**src/rtl/frame_free_list_allocator_defines.svh**
```systemverilog
// Assertion macros for the frame free-list allocator.
// Used by the top level; expects clk_i and rst_ni in scope.
`ifndef FRAME_FREE_LIST_ALLOCATOR_DEFINES_SVH
`define FRAME_FREE_LIST_ALLOCATOR_DEFINES_SVH

// Checked on every clock edge outside reset.
`define FFLA_ASSERT(lbl, prop, msg) \
  lbl: assert property (@(posedge clk_i) disable iff (!rst_ni) (prop)) else $error(msg);

// Checked on every clock edge, reset included.
`define FFLA_ASSERT_ALWAYS(lbl, prop, msg) \
  lbl: assert property (@(posedge clk_i) (prop)) else $error(msg);

`endif

```
**src/rtl/ffla_pkg.sv**
```systemverilog
// Package for the frame free-list allocator: sizes, codes, item types.
// No dependencies.
`timescale 1ns / 1ps
`default_nettype none
package ffla_pkg;

  localparam int unsigned NUM_FRAMES = 64;
  localparam int unsigned FRAME_W    = $clog2(NUM_FRAMES);
  localparam int unsigned CNT_W      = $clog2(NUM_FRAMES + 1);
  localparam int unsigned CFG_W      = 7;
  localparam int unsigned VID_W      = 32;
  localparam int unsigned OWNER_W    = 16;

  typedef enum logic {
    OP_ALLOC = 1'b0,
    OP_YIELD = 1'b1
  } ffla_op_e;

  typedef enum logic [1:0] {
    ST_OK        = 2'd0,
    ST_EMPTY     = 2'd1,
    ST_NOT_FOUND = 2'd2
  } ffla_status_e;

  typedef enum logic [2:0] {
    S_IDLE,
    S_ALLOC,
    S_WALK,
    S_UNLINK,
    S_RESP
  } ffla_state_e;

  typedef struct packed {
    ffla_op_e           op;
    logic [VID_W-1:0]   vid;
    logic [OWNER_W-1:0] owner_process;
  } ffla_in_t;

  typedef struct packed {
    ffla_status_e       status;
    logic [FRAME_W-1:0] frame_id;
  } ffla_out_t;

  // Access request to one simple dual-port RAM.
  typedef struct packed {
    logic               re;
    logic [FRAME_W-1:0] raddr;
    logic               we;
    logic [FRAME_W-1:0] waddr;
  } ffla_port_t;

  // Commands to the free stack.
  typedef struct packed {
    logic               restart;
    logic               pop;
    logic               push;
    logic [FRAME_W-1:0] push_frame;
  } ffla_stack_cmd_t;

endpackage
`default_nettype wire

```
**src/rtl/ffla_ram.sv**
```systemverilog
// Generic simple dual-port RAM, one write and one registered read per cycle.
// No dependencies.
`timescale 1ns / 1ps
`default_nettype none
module ffla_ram #(
  parameter int unsigned Depth = 64,
  parameter int unsigned Width = 8,
  localparam int unsigned AddrW = $clog2(Depth)
) (
  input  wire logic             clk_i,
  input  wire logic             we_i,
  input  wire logic [AddrW-1:0] waddr_i,
  input  wire logic [Width-1:0] wdata_i,
  input  wire logic             re_i,
  input  wire logic [AddrW-1:0] raddr_i,
  output logic      [Width-1:0] rdata_o
);

  logic [Width-1:0] mem_q [Depth];
  logic [Width-1:0] rdata_q;

  always_ff @(posedge clk_i) begin
    if (we_i) begin
      mem_q[waddr_i] <= wdata_i;
    end
  end

  always_ff @(posedge clk_i) begin
    if (re_i) begin
      rdata_q <= mem_q[raddr_i];
    end
  end

  assign rdata_o = rdata_q;

endmodule
`default_nettype wire

```
**src/rtl/ffla_free_stack.sv**
```systemverilog
// Free-frame stack: RAM, fill count and per-entry written bits.
// Depends on ffla_pkg and ffla_ram.
`timescale 1ns / 1ps
`default_nettype none
module ffla_free_stack (
  input  wire logic                          clk_i,
  input  wire logic                          rst_ni,
  input  wire ffla_pkg::ffla_stack_cmd_t     cmd_i,
  input  wire logic [ffla_pkg::CFG_W-1:0]    cfg_data_i,
  output logic      [ffla_pkg::CNT_W-1:0]    free_cnt_o,
  output logic      [ffla_pkg::FRAME_W-1:0]  pop_frame_o
);

  import ffla_pkg::*;

  logic [CNT_W-1:0]      n_q, n_d;
  logic [CNT_W-1:0]      cnt_q, cnt_d;
  logic [NUM_FRAMES-1:0] valid_q, valid_d;
  logic                  rd_valid_q, rd_valid_d;
  logic [FRAME_W-1:0]    dflt_q, dflt_d;
  logic [FRAME_W-1:0]    raddr, waddr;
  logic [CNT_W-1:0]      dflt_full;
  logic [FRAME_W-1:0]    ram_rdata;

  assign raddr     = cnt_q[FRAME_W-1:0] - FRAME_W'(1);
  assign waddr     = cnt_q[FRAME_W-1:0];
  // Unwritten entry i holds frame n-1-i, as after restart.
  assign dflt_full = n_q - CNT_W'(1) - CNT_W'(raddr);

  always_comb begin
    n_d        = n_q;
    cnt_d      = cnt_q;
    valid_d    = valid_q;
    rd_valid_d = rd_valid_q;
    dflt_d     = dflt_q;
    if (cmd_i.restart) begin
      n_d     = (cfg_data_i > CFG_W'(NUM_FRAMES)) ? CNT_W'(NUM_FRAMES) : CNT_W'(cfg_data_i);
      cnt_d   = n_d;
      valid_d = '0;
    end else if (cmd_i.pop) begin
      cnt_d      = cnt_q - CNT_W'(1);
      rd_valid_d = valid_q[raddr];
      dflt_d     = dflt_full[FRAME_W-1:0];
    end else if (cmd_i.push) begin
      cnt_d          = cnt_q + CNT_W'(1);
      valid_d[waddr] = 1'b1;
    end
  end

  always_ff @(posedge clk_i or negedge rst_ni) begin
    if (!rst_ni) begin
      n_q        <= CNT_W'(NUM_FRAMES);
      cnt_q      <= CNT_W'(NUM_FRAMES);
      valid_q    <= '0;
      rd_valid_q <= 1'b0;
      dflt_q     <= '0;
    end else begin
      n_q        <= n_d;
      cnt_q      <= cnt_d;
      valid_q    <= valid_d;
      rd_valid_q <= rd_valid_d;
      dflt_q     <= dflt_d;
    end
  end

  ffla_ram #(
    .Depth (NUM_FRAMES),
    .Width (FRAME_W)
  ) u_stack_ram (
    .clk_i   (clk_i),
    .we_i    (cmd_i.push && !cmd_i.restart),
    .waddr_i (waddr),
    .wdata_i (cmd_i.push_frame),
    .re_i    (cmd_i.pop && !cmd_i.restart),
    .raddr_i (raddr),
    .rdata_o (ram_rdata)
  );

  assign free_cnt_o  = cnt_q;
  assign pop_frame_o = rd_valid_q ? ram_rdata : dflt_q;

endmodule
`default_nettype wire

```
**src/rtl/ffla_ctrl.sv**
```systemverilog
// Sequencer: allocate, used-list walk, unlink, result register.
// Depends on ffla_pkg; drives the list RAMs and the free stack.
`timescale 1ns / 1ps
`default_nettype none
module ffla_ctrl (
  input  wire logic                          clk_i,
  input  wire logic                          rst_ni,
  input  wire logic                          in_valid_i,
  output logic                               in_ready_o,
  input  wire ffla_pkg::ffla_in_t            in_item_i,
  output logic                               out_valid_o,
  input  wire logic                          out_ready_i,
  output ffla_pkg::ffla_out_t                out_item_o,
  input  wire logic                          cfg_valid_i,
  output logic                               cfg_ready_o,
  input  wire logic [ffla_pkg::CNT_W-1:0]    free_cnt_i,
  input  wire logic [ffla_pkg::FRAME_W-1:0]  pop_frame_i,
  output ffla_pkg::ffla_stack_cmd_t          stack_cmd_o,
  output ffla_pkg::ffla_port_t               next_port_o,
  output logic      [ffla_pkg::FRAME_W-1:0]  next_wdata_o,
  input  wire logic [ffla_pkg::FRAME_W-1:0]  next_rdata_i,
  output ffla_pkg::ffla_port_t               prev_port_o,
  output logic      [ffla_pkg::FRAME_W-1:0]  prev_wdata_o,
  input  wire logic [ffla_pkg::FRAME_W-1:0]  prev_rdata_i,
  output ffla_pkg::ffla_port_t               vid_port_o,
  output logic      [ffla_pkg::VID_W-1:0]    vid_wdata_o,
  input  wire logic [ffla_pkg::VID_W-1:0]    vid_rdata_i
);

  import ffla_pkg::*;

  ffla_state_e        state_q, state_d;
  logic [VID_W-1:0]   key_q, key_d;
  logic [FRAME_W-1:0] cur_q, cur_d;
  logic [FRAME_W-1:0] nxt_q, nxt_d;
  logic [CNT_W-1:0]   step_q, step_d;
  logic [FRAME_W-1:0] oldest_q, oldest_d;
  logic [FRAME_W-1:0] newest_q, newest_d;
  logic [CNT_W-1:0]   used_cnt_q, used_cnt_d;
  ffla_out_t          res_q, res_d;
  ffla_out_t          out_q, out_d;
  logic               out_valid_q, out_valid_d;

  logic in_fire, cfg_fire, slot_free, hit, last_step, no_free, pool_full;

  assign cfg_ready_o = (state_q == S_IDLE);
  assign in_ready_o  = (state_q == S_IDLE) && !cfg_valid_i;
  assign in_fire     = in_valid_i && in_ready_o;
  assign cfg_fire    = cfg_valid_i && cfg_ready_o;
  assign slot_free   = !out_valid_q || out_ready_i;
  assign hit         = (vid_rdata_i == key_q);
  assign last_step   = (CNT_W'(step_q + CNT_W'(1)) == used_cnt_q);
  assign no_free     = (free_cnt_i == '0);
  assign pool_full   = (free_cnt_i == CNT_W'(NUM_FRAMES));

  // Next state.
  always_comb begin
    state_d = state_q;
    case (state_q)
      S_IDLE: begin
        if (in_fire) begin
          if (in_item_i.op == OP_ALLOC) begin
            state_d = no_free ? S_RESP : S_ALLOC;
          end else begin
            state_d = (used_cnt_q == '0 || pool_full) ? S_RESP : S_WALK;
          end
        end
      end
      S_ALLOC:  state_d = S_RESP;
      S_WALK: begin
        if (hit) begin
          state_d = S_UNLINK;
        end else if (last_step) begin
          state_d = S_RESP;
        end
      end
      S_UNLINK: state_d = S_RESP;
      S_RESP: begin
        if (slot_free) begin
          state_d = S_IDLE;
        end
      end
      default:  state_d = S_IDLE;
    endcase
  end

  // Datapath and memory requests.
  always_comb begin
    key_d        = key_q;
    cur_d        = cur_q;
    nxt_d        = nxt_q;
    step_d       = step_q;
    oldest_d     = oldest_q;
    newest_d     = newest_q;
    used_cnt_d   = used_cnt_q;
    res_d        = res_q;
    out_d        = out_q;
    out_valid_d  = out_valid_q && !out_ready_i;
    stack_cmd_o  = '0;
    next_port_o  = '0;
    prev_port_o  = '0;
    vid_port_o   = '0;
    next_wdata_o = '0;
    prev_wdata_o = '0;
    vid_wdata_o  = key_q;
    case (state_q)
      S_IDLE: begin
        if (cfg_fire) begin
          stack_cmd_o.restart = 1'b1;
          oldest_d   = '0;
          newest_d   = '0;
          used_cnt_d = '0;
        end else if (in_fire) begin
          key_d = in_item_i.vid;
          // owner_process has no read path; it is not stored.
          if (in_item_i.op == OP_ALLOC) begin
            if (no_free) begin
              res_d.status   = ST_EMPTY;
              res_d.frame_id = '0;
            end else begin
              stack_cmd_o.pop = 1'b1;
            end
          end else if (used_cnt_q == '0 || pool_full) begin
            res_d.status   = ST_NOT_FOUND;
            res_d.frame_id = '0;
          end else begin
            cur_d             = oldest_q;
            step_d            = '0;
            vid_port_o.re     = 1'b1;
            vid_port_o.raddr  = oldest_q;
            next_port_o.re    = 1'b1;
            next_port_o.raddr = oldest_q;
          end
        end
      end
      S_ALLOC: begin
        vid_port_o.we    = 1'b1;
        vid_port_o.waddr = pop_frame_i;
        if (used_cnt_q != '0) begin
          next_port_o.we    = 1'b1;
          next_port_o.waddr = newest_q;
          next_wdata_o      = pop_frame_i;
          prev_port_o.we    = 1'b1;
          prev_port_o.waddr = pop_frame_i;
          prev_wdata_o      = newest_q;
        end else begin
          oldest_d = pop_frame_i;
        end
        newest_d       = pop_frame_i;
        used_cnt_d     = used_cnt_q + CNT_W'(1);
        res_d.status   = ST_OK;
        res_d.frame_id = pop_frame_i;
      end
      S_WALK: begin
        if (hit) begin
          nxt_d             = next_rdata_i;
          prev_port_o.re    = 1'b1;
          prev_port_o.raddr = cur_q;
        end else if (last_step) begin
          res_d.status   = ST_NOT_FOUND;
          res_d.frame_id = '0;
        end else begin
          cur_d             = next_rdata_i;
          step_d            = step_q + CNT_W'(1);
          vid_port_o.re     = 1'b1;
          vid_port_o.raddr  = next_rdata_i;
          next_port_o.re    = 1'b1;
          next_port_o.raddr = next_rdata_i;
        end
      end
      S_UNLINK: begin
        if (cur_q == oldest_q) begin
          oldest_d = nxt_q;
        end else begin
          next_port_o.we    = 1'b1;
          next_port_o.waddr = prev_rdata_i;
          next_wdata_o      = nxt_q;
        end
        if (cur_q == newest_q) begin
          newest_d = prev_rdata_i;
        end else begin
          prev_port_o.we    = 1'b1;
          prev_port_o.waddr = nxt_q;
          prev_wdata_o      = prev_rdata_i;
        end
        used_cnt_d = used_cnt_q - CNT_W'(1);
        if (used_cnt_q == CNT_W'(1)) begin
          oldest_d = '0;
          newest_d = '0;
        end
        stack_cmd_o.push       = 1'b1;
        stack_cmd_o.push_frame = cur_q;
        res_d.status           = ST_OK;
        res_d.frame_id         = cur_q;
      end
      S_RESP: begin
        if (slot_free) begin
          out_d       = res_q;
          out_valid_d = 1'b1;
        end
      end
      default: begin
      end
    endcase
  end

  always_ff @(posedge clk_i or negedge rst_ni) begin
    if (!rst_ni) begin
      state_q     <= S_IDLE;
      oldest_q    <= '0;
      newest_q    <= '0;
      used_cnt_q  <= '0;
      step_q      <= '0;
      out_valid_q <= 1'b0;
    end else begin
      state_q     <= state_d;
      oldest_q    <= oldest_d;
      newest_q    <= newest_d;
      used_cnt_q  <= used_cnt_d;
      step_q      <= step_d;
      out_valid_q <= out_valid_d;
    end
  end

  always_ff @(posedge clk_i) begin
    key_q <= key_d;
    cur_q <= cur_d;
    nxt_q <= nxt_d;
    res_q <= res_d;
    out_q <= out_d;
  end

  assign out_valid_o = out_valid_q;
  assign out_item_o  = out_q;

endmodule
`default_nettype wire

```
**src/rtl/frame_free_list_allocator.sv**
```systemverilog
// Top level of the frame free-list allocator: free stack, list RAMs, sequencer.
// Depends on ffla_pkg, ffla_ram, ffla_free_stack, ffla_ctrl and the defines header.
// Usage:
//  - Input channel (in_valid_i/in_ready_o/in_item_i): op 0 allocates a frame and
//    binds vid to it; op 1 yields the oldest used frame whose vid matches.
//    Every item gives exactly one result item.
//  - Output channel (out_valid_o/out_ready_i/out_item_o): status and frame_id;
//    errors (free list empty, id not found) return frame_id 0.
//  - Config channel (cfg_valid_i/cfg_ready_o/cfg_data_i): frames_in_use. A write
//    restarts the pool with frames 0 upward, frame 0 first; values above 64
//    clamp to 64. Taken only while the sequencer is idle.
//  - Steps: an allocate pops a frame, links it in and then loads the result; an
//    empty pool or empty used list goes straight to the result. A yield walks k used
//    entries (1..64), one per cycle, then unlinks the frame on a match. The next
//    item is taken only once a result has loaded, so items never overlap.
//  - A finished result sits in the output register, so the next item is accepted
//    while the receiver stalls; its result then waits in the sequencer and the
//    input stalls until that register empties.
//  - Reset: 64 frames free, used list empty, no clearing pass; the free stack
//    marks unwritten entries and returns their restart value instead.
`timescale 1ns / 1ps
`default_nettype none
`include "frame_free_list_allocator_defines.svh"
module frame_free_list_allocator (
  input  wire logic                        clk_i,
  input  wire logic                        rst_ni,
  input  wire logic                        in_valid_i,
  output logic                             in_ready_o,
  input  wire ffla_pkg::ffla_in_t          in_item_i,
  output logic                             out_valid_o,
  input  wire logic                        out_ready_i,
  output ffla_pkg::ffla_out_t              out_item_o,
  input  wire logic                        cfg_valid_i,
  output logic                             cfg_ready_o,
  input  wire logic [ffla_pkg::CFG_W-1:0]  cfg_data_i
);

  import ffla_pkg::*;

  ffla_stack_cmd_t    stack_cmd;
  logic [CNT_W-1:0]   free_cnt;
  logic [FRAME_W-1:0] pop_frame;

  // Used-list links and per-frame virtual id, each a 1R1W RAM.
  ffla_port_t         next_port, prev_port, vid_port;
  logic [FRAME_W-1:0] next_wdata, next_rdata;
  logic [FRAME_W-1:0] prev_wdata, prev_rdata;
  logic [VID_W-1:0]   vid_wdata, vid_rdata;

  ffla_free_stack u_free_stack (
    .clk_i       (clk_i),
    .rst_ni      (rst_ni),
    .cmd_i       (stack_cmd),
    .cfg_data_i  (cfg_data_i),
    .free_cnt_o  (free_cnt),
    .pop_frame_o (pop_frame)
  );

  ffla_ram #(
    .Depth (NUM_FRAMES),
    .Width (FRAME_W)
  ) u_next_ram (
    .clk_i   (clk_i),
    .we_i    (next_port.we),
    .waddr_i (next_port.waddr),
    .wdata_i (next_wdata),
    .re_i    (next_port.re),
    .raddr_i (next_port.raddr),
    .rdata_o (next_rdata)
  );

  ffla_ram #(
    .Depth (NUM_FRAMES),
    .Width (FRAME_W)
  ) u_prev_ram (
    .clk_i   (clk_i),
    .we_i    (prev_port.we),
    .waddr_i (prev_port.waddr),
    .wdata_i (prev_wdata),
    .re_i    (prev_port.re),
    .raddr_i (prev_port.raddr),
    .rdata_o (prev_rdata)
  );

  ffla_ram #(
    .Depth (NUM_FRAMES),
    .Width (VID_W)
  ) u_vid_ram (
    .clk_i   (clk_i),
    .we_i    (vid_port.we),
    .waddr_i (vid_port.waddr),
    .wdata_i (vid_wdata),
    .re_i    (vid_port.re),
    .raddr_i (vid_port.raddr),
    .rdata_o (vid_rdata)
  );

  // Writes happen only in the allocate and unlink steps, reads only at accept
  // and during the walk, so no entry is read and written in one cycle.
  ffla_ctrl u_ctrl (
    .clk_i        (clk_i),
    .rst_ni       (rst_ni),
    .in_valid_i   (in_valid_i),
    .in_ready_o   (in_ready_o),
    .in_item_i    (in_item_i),
    .out_valid_o  (out_valid_o),
    .out_ready_i  (out_ready_i),
    .out_item_o   (out_item_o),
    .cfg_valid_i  (cfg_valid_i),
    .cfg_ready_o  (cfg_ready_o),
    .free_cnt_i   (free_cnt),
    .pop_frame_i  (pop_frame),
    .stack_cmd_o  (stack_cmd),
    .next_port_o  (next_port),
    .next_wdata_o (next_wdata),
    .next_rdata_i (next_rdata),
    .prev_port_o  (prev_port),
    .prev_wdata_o (prev_wdata),
    .prev_rdata_i (prev_rdata),
    .vid_port_o   (vid_port),
    .vid_wdata_o  (vid_wdata),
    .vid_rdata_i  (vid_rdata)
  );

  // Assertions.
  `FFLA_ASSERT_ALWAYS(a_no_cfg_item_overlap, !(in_valid_i && in_ready_o && cfg_valid_i && cfg_ready_o), "config write and item accepted together")
  `FFLA_ASSERT(a_free_cnt_bound, free_cnt <= CNT_W'(NUM_FRAMES), "free count above pool size")
  `FFLA_ASSERT(a_cfg_restart, (cfg_valid_i && cfg_ready_o && cfg_data_i <= CFG_W'(NUM_FRAMES)) |=> (free_cnt == CNT_W'($past(cfg_data_i))), "free count not restarted by config write")
  `FFLA_ASSERT(a_next_rw_apart, !(next_port.we && next_port.re && next_port.waddr == next_port.raddr), "link RAM read and written at one entry")

endmodule
`default_nettype wire
```
**config.mk**
```make
export PLATFORM = sky130hd
export DESIGN_NAME = frame_free_list_allocator
export DESIGN_NICKNAME = d
export VERILOG_FILES = /design/src/rtl/ffla_pkg.sv /design/src/rtl/ffla_ram.sv /design/src/rtl/ffla_free_stack.sv /design/src/rtl/ffla_ctrl.sv /design/src/rtl/frame_free_list_allocator.sv
export VERILOG_INCLUDE_DIRS = /design/src /design/src/rtl
export SDC_FILE = /design/constraint.sdc
export NUM_CORES = 2
export LEC_CHECK = 0
export BUFFER_PORTS_ARGS = -buffer_cell sky130_fd_sc_hd__buf_2
export CAP_MARGIN = 30
export CORE_ASPECT_RATIO = 0.75
export CORE_MARGIN = 10
export CORE_UTILIZATION = 52
export DETAILED_ROUTE_END_ITERATION = 10
export PLACE_DENSITY = 0.67
export SYNTH_ARGS = -nofsm -noshare
export SYNTH_HDL_FRONTEND = slang
export SYNTH_HIERARCHICAL = 1
export SYNTH_SLANG_ARGS = --single-unit
```
**constraint.sdc**
```tcl
create_clock -name clk_i -period 6.2 [get_ports clk_i]
set_clock_uncertainty 0.2 [all_clocks]
set_input_delay 0.62 -clock clk_i [delete_from_list [all_inputs] [get_ports clk_i]]
set_output_delay 0.62 -clock clk_i [all_outputs]
set_load 0.005 [all_outputs]
```
Yosys cells after proc, flatten, opt, wreduce, memory -nomap -nowiden
Memory sizes are Yosys's and may differ from the RTL's. A register that Yosys moved wholly into a read port is not among the register bits.
Cells that the tools add are included.
W data, S select, Z words.
- bits in registers: 174
- bits in writable memories: 3200
- input bits: 61
- output and inout bits: 11
- word-level logic and storage cells: 188
- memories: 4
- memory list (name ; words ; width ; rd ports ; clocked after memory_dff ; write ports ; line ; RTL):
    u_vid_ram.mem_q ; 64 ; 32 ; 1 ; 1 ; 1 ; ffla_ram.sv:19 ; logic [Width-1:0] mem_q [Depth];
    u_free_stack.u_stack_ram.mem_q ; 64 ; 6 ; 1 ; 1 ; 1 ; ffla_ram.sv:19 ;
    u_next_ram.mem_q ; 64 ; 6 ; 1 ; 1 ; 1 ; ffla_ram.sv:19 ;
    u_prev_ram.mem_q ; 64 ; 6 ; 1 ; 1 ; 1 ; ffla_ram.sv:19 ;
- add/subtract/negate cells: 8
- $lt $le $gt $ge: 4
- eq/ne operators: 26
- mux-type cells: 91
- bitwise gates (word level): 3
- reduce and logical (&&, ||, !) cells: 34
- operators with widths (operator ; number):
    $mux W64 ; 3
    $mux W7 ; 25
    $mux W6 ; 17
    $or A64 B64 Y64 ; 1
    $mux W8 ; 7
    $pmux W7 S2 ; 4
    $pmux W6 S2 ; 3
    $pmux W6 S3 ; 2
    $eq A32 B32 Y1 ; 1
    $pmux W8 S4 ; 1
    $add A7 B1 Y7 const B ; 3
    $mux W3 ; 7
    $pmux W7 S3 ; 1
    $mux W1 ; 17
    $ne A2 B2 Y1 const B ; 8
    $logic_not A7 Y1 ; 2
    $lt A6 B7 Y1 const B ; 2
    $reduce_and A7 Y1 ; 2
    $sub A7 B1 Y7 const B ; 2
    $eq A6 B6 Y1 ; 2
    $pmux W3 S4 ; 1
    $sub A6 B1 Y6 const B ; 2
    $reduce_and A2 Y1 ; 5
    $ne A3 B1 Y1 const B ; 3
    26 further kinds ; 45

Longest topological paths before layout
- depth after elaboration: 10
- gate-level depth with buffers: 20

By module
The synthesis kept the hierarchy.
- by module, submodules not included (module ; times used ; cells an instance ; area each (µm²) ; sequential area each (µm²)):
    ffla_ram (u_vid_ram) ; 1 ; 3324 ; 78835.6 ; 62459.9
    ffla_ram (u_next_ram ...) ; 2 ; 720 ; 15285.9 ; 11711.2
    ffla_ram (u_free_stack.u_stack_ram) ; 1 ; 719 ; 15287.2 ; 11711.2
    ffla_ctrl ; 1 ; 427 ; 4712.0 ; 2552.4
    ffla_free_stack ; 1 ; 428 ; 4416.7 ; 2103.3

Least setup slack after synthesis
Ideal clock, no wire load.
- kind: register -> register
- from: register u_ctrl.state_q[2]
- to: register u_vid_ram.rdata_q[13] (netlist: u_vid_ram/rdata_o[13]), read port of u_vid_ram.mem_q (data pin)
- setup time: 0.256 ns
- data arrival time: 4.913 ns
- required time: 5.744 ns
- setup slack: 0.831 ns
- stages on the path, launching flop included: 15
- buffers on the path: 6
- clock period less this slack: 5.369 ns
- path through: dfrtp_1 -> buf_2 -> or3_1 -> nor2_1 -> and2_2 -> clkbuf_2 -> a22o_1 -> buf_4 -> buf_2 -> clkbuf_1 -> clkbuf_1 -> mux4_2 -> mux4_2 -> o22ai_1 -> nor2_1
- RTL lines (item ; line ; RTL):
    start, declared ; ffla_ctrl.sv:32 ; ffla_state_e state_q, state_d;
    start signal, assigned ; ffla_ctrl.sv:216 ; state_q <= state_d;
    end, declared ; ffla_ram.sv:20 ; logic [Width-1:0] rdata_q;

==> results.md <==
* Grt total ovfl at 0
* Syn-to-layout area delta at 12.3%
* Worst-path fanout max at 18
* RSZ-0062 raised after global routing: no
* Critical-path cell list: ha_1 > nand3_1 > xor2_1 > xor2_1 > and3_1 > nor3_2 > buf_6 > a22o_4 > buf_12 > buf_4 > nand3b_1 > o221ai_1 > a21oi_1 > a21oi_1 > nor2_1
* FILL cells at 18000
* Placement Rows at 161
* Maximum vdd drop at 0.000376 V
* Distinct cells, synth at 85
* I/O pin count at 72
* Required @ worst endpoint at 6580 ps
* MaxCap Viol Count at 0
* Min-Delay Path Class: primary input to async pin
* Post-Syn Area at 134000 um^2
* Htree depth at 5
* Placer Congestion at 0.854
* Minimum clock period at 5460 ps
* Asr flop ratio synth at 0.0333
* Setup ws final at 739 ps
* Origin of the critical flop-to-flop path: u_ctrl/step_q[0]$_DFFE_PN0P_
* PostCTS Resize Cnt at 0
* CP startpoint: u_ctrl/step_q[0]$_DFFE_PN0P_
* Hold WS at 150 ps
* CP arrival at 5840 ps
* Final Hold Fails at 0
* Routed WL per cell at 31.0 um
* Outcome: completed
* Syn. warnings at 6
* Vias in the first global route at 65900
* DPL Wire Length at 189000 um
* Setup CP Type: register to register
* DR pass1 iterations at 7
* I/O Buffers at 55
* Fmax at 183 MHz
* Die height at 459 um
* Global-route wire length before repair at 467000 um
* TritonCTS clock tree: yes
* Leakage at 0.0465 uW
* Largest net degree at the start of global routing at 105
* Terminus of the critical flop-to-flop path: u_vid_ram/rdata_o[10]$_DFFE_PP_
* Dpl ws at 763 ps
* Drt via density at 6.44
* DRT antenna net count at 0
* Final setup TNS at 0 ps
* Worst Tran Pin Value at 1030 ps
* Initial antenna violation count at 15
* Core Region at 256000 um^2
* Post-synthesis area per instance at 21.1 um^2
* CP max stage delay at 550 ps
* Final Cycle Share at 0.881
* Clk root buf: clkbuf_16
* Initial Util at 0.522
* Critical path endpoint category: register
* R2R Setup Slk at 740 ps
* Clk slew on worst S/H paths at 60 ps
* Sink Count at 3424
* GR Util All Layers at 0.228
* Total die area at 278000 um^2
* Cell Pwr Density at 382 nW/um^2
* Post-synth EDFFs at 3310
* Slowest CP cell: nand3b_1
* Synthesized instance count at 6338
* Worst reg-to-reg path cell count at 15
* Final net count at 6799
* Post-Syn Nets at 6414
* Sequential share of the synthesized area at 0.764
* Die width at 606 um
* Max_slew headroom at 0.316
* Clock Path Buffers at 4
* TritonCTS Buffers at 325
* Endpoints failing setup at 0
* Via count at 66900
* Layout cells sized above 1 at 0.257
* Residual DRC at 0
* Main synth FF type: edfxtp_1
* Clk_lat worst skew at 880 ps
* #FFs+latches synth at 3424
* CP Launch Type: register
* 1st-iter DRT viols at 9496
* Pins Over Slew Limit at 0
* Drt total wl at 323000 um
[timing repair]
item / CTS / global route
setup buffers: 0 / 0
hold buffers: 45 / 0
endpoints found under the setup margin: 0 / 0
endpoints found under the hold margin: 105 / 0
[final cells by class]
cell class	count	area (um^2)	share of cell area
Sequential cell	3424	102000	0.680
Multi-Input combinational cell	2537	30100	0.201
Clock buffer	400	8530	0.0567
Tap cell	3423	4280	0.0285
Timing Repair Buffer	411	3580	0.0238
Clock inverter	171	1400	0.00928
Inverter	24	96.3	0.000641
Antenna cell	2	5.00	0.0000333
[through the flow]
step	util	std cells	cell area [um^2]	power [uW]
after floorplan	-	6338	134000	34400
after global placement	0.545	9758	140000	38700
after detailed placement	0.545	9772	140000	38800
after CTS	0.586	10400	150000	57600
after global routing	0.586	10400	150000	59300
final	0.586	10400	150000	57400
[cells in the mapped netlist (29+ instances only)]
library cell | instances | area share
mux2i_1 | 145 | 0.011
buf_4 | 40 | 0.0022
nand2_1 | 112 | 0.0031
edfxtp_1 | 3310 | 0.74
xnor2_1 | 54 | 0.0035
o22ai_1 | 123 | 0.0058
clkbuf_1 | 157 | 0.0044
nor3_1 | 36 | 0.0013
nand2b_1 | 31 | 0.0014
nand3_1 | 45 | 0.0017
buf_2 | 99 | 0.0037
o221ai_1 | 55 | 0.0036
mux4_2 | 814 | 0.14
a21oi_1 | 171 | 0.0064
mux2_2 | 39 | 0.0033
o21ai_0 | 29 | 0.0011
nor2_1 | 435 | 0.012
nor2b_1 | 49 | 0.0023
a22o_1 | 31 | 0.0020
dfrtp_1 | 113 | 0.021
[cell usage in the layout (no fill, tap or decap), types with 16 or more instances in the layout]
cell type,Yosys,layout
dlygate4sd3_1,0,45
nor2_1,435,372
bufinv_16,0,19
clkinv_1,0,73
o21ai_1,20,20
xnor2_1,54,54
mux4_1,27,27
clkbuf_16,0,329
buf_4,40,264
mux4_2,814,814
o22ai_1,123,123
inv_1,24,21
nand3b_1,18,18
a21oi_1,171,170
or2_2,17,17
nor2_4,0,63
inv_6,0,16
dfrtp_1,113,113
nor2b_1,49,49
o21ai_0,29,29
edfxtp_1,3310,3310
mux2_2,39,39
nand2_1,112,112
o221ai_1,55,55
mux2i_1,145,145
nand2b_1,31,31
nand4_1,18,18
buf_2,99,58
nor3_1,36,33
a22oi_1,20,20
clkinv_2,0,47
buf_12,6,40
nand3_1,45,45
o22a_1,18,18
clkbuf_1,157,67
a211oi_1,18,18
[flip-flops by register name, indices dropped and copies added (netlist names), 8 cells and up]
| register | cells |
|---|---|
| u_ctrl/res_q | 8 |
| u_free_stack/valid_q | 64 |
| u_prev_ram/mem_q | 384 |
| u_vid_ram/mem_q | 2048 |
| u_free_stack/u_stack_ram/mem_q | 384 |
| u_ctrl/out_item_o | 8 |
| u_next_ram/mem_q | 384 |
| u_ctrl/vid_wdata_o | 32 |
| u_vid_ram/rdata_o | 32 |
[power breakdown]
part	switching [uW]	leakage (uW)	internal [uW]
clock network	8360	0.00484	10600
registers	357	0.0316	26400
logic	7180	0.0101	4590
total	15900	0.0465	41500
[worst max-delay path by stage]
stage,end,slack (ps),depth (start not counted)
3_3_place_gp,u_vid_ram/rdata_o[6]$_DFFE_PP_,560,12
2_1_floorplan,u_vid_ram/rdata_o[13]$_DFFE_PP_,830,14
5_1_grt,u_vid_ram/rdata_o[15]$_DFFE_PP_,380,16
3_5_place_dp,u_vid_ram/rdata_o[26]$_DFFE_PP_,760,15
4_1_cts,u_vid_ram/rdata_o[26]$_DFFE_PP_,760,15
6_report,u_vid_ram/rdata_o[10]$_DFFE_PP_,740,15
[cell families (layout without fill, tap and decap cells)]
logic type | after synthesis | after routing | share of synthesized area
xor gates and xnor gates | 67 | 67 | 0.00444
muxes | 1025 | 1025 | 0.156
adders and majority gates | 18 | 18 | 0.00176
other | 0 | 2 | 0
DFF | 3424 | 3424 | 0.764
buffers and inverters | 377 | 1006 | 0.0150
AOI/OAI and AO/OA | 562 | 562 | 0.0279
and+or+nand+nor | 865 | 865 | 0.0304
[metal layers]
layer / vias to the layer above / GRT usage / routed length [um]
met5: - / 0 / 14
met4: 2 / 0.0556 / 7780
met3: 514 / 0.0526 / 36200
met2: 3613 / 0.333 / 145000
met1: 35600 / 0.353 / 134000
li1: 27200 / - / -
[worst max-delay path, delay by kind of cell, from the launching register on]
kind / cells / cell delay, ps
flops: 1 / 480
compound gates: 4 / 1370
fa+ha+maj: 1 / 350
xor+xnor: 2 / 340
simple gates: 5 / 1520
buf+inv: 3 / 850
Note: power is estimated with default switching activity, not from simulation.
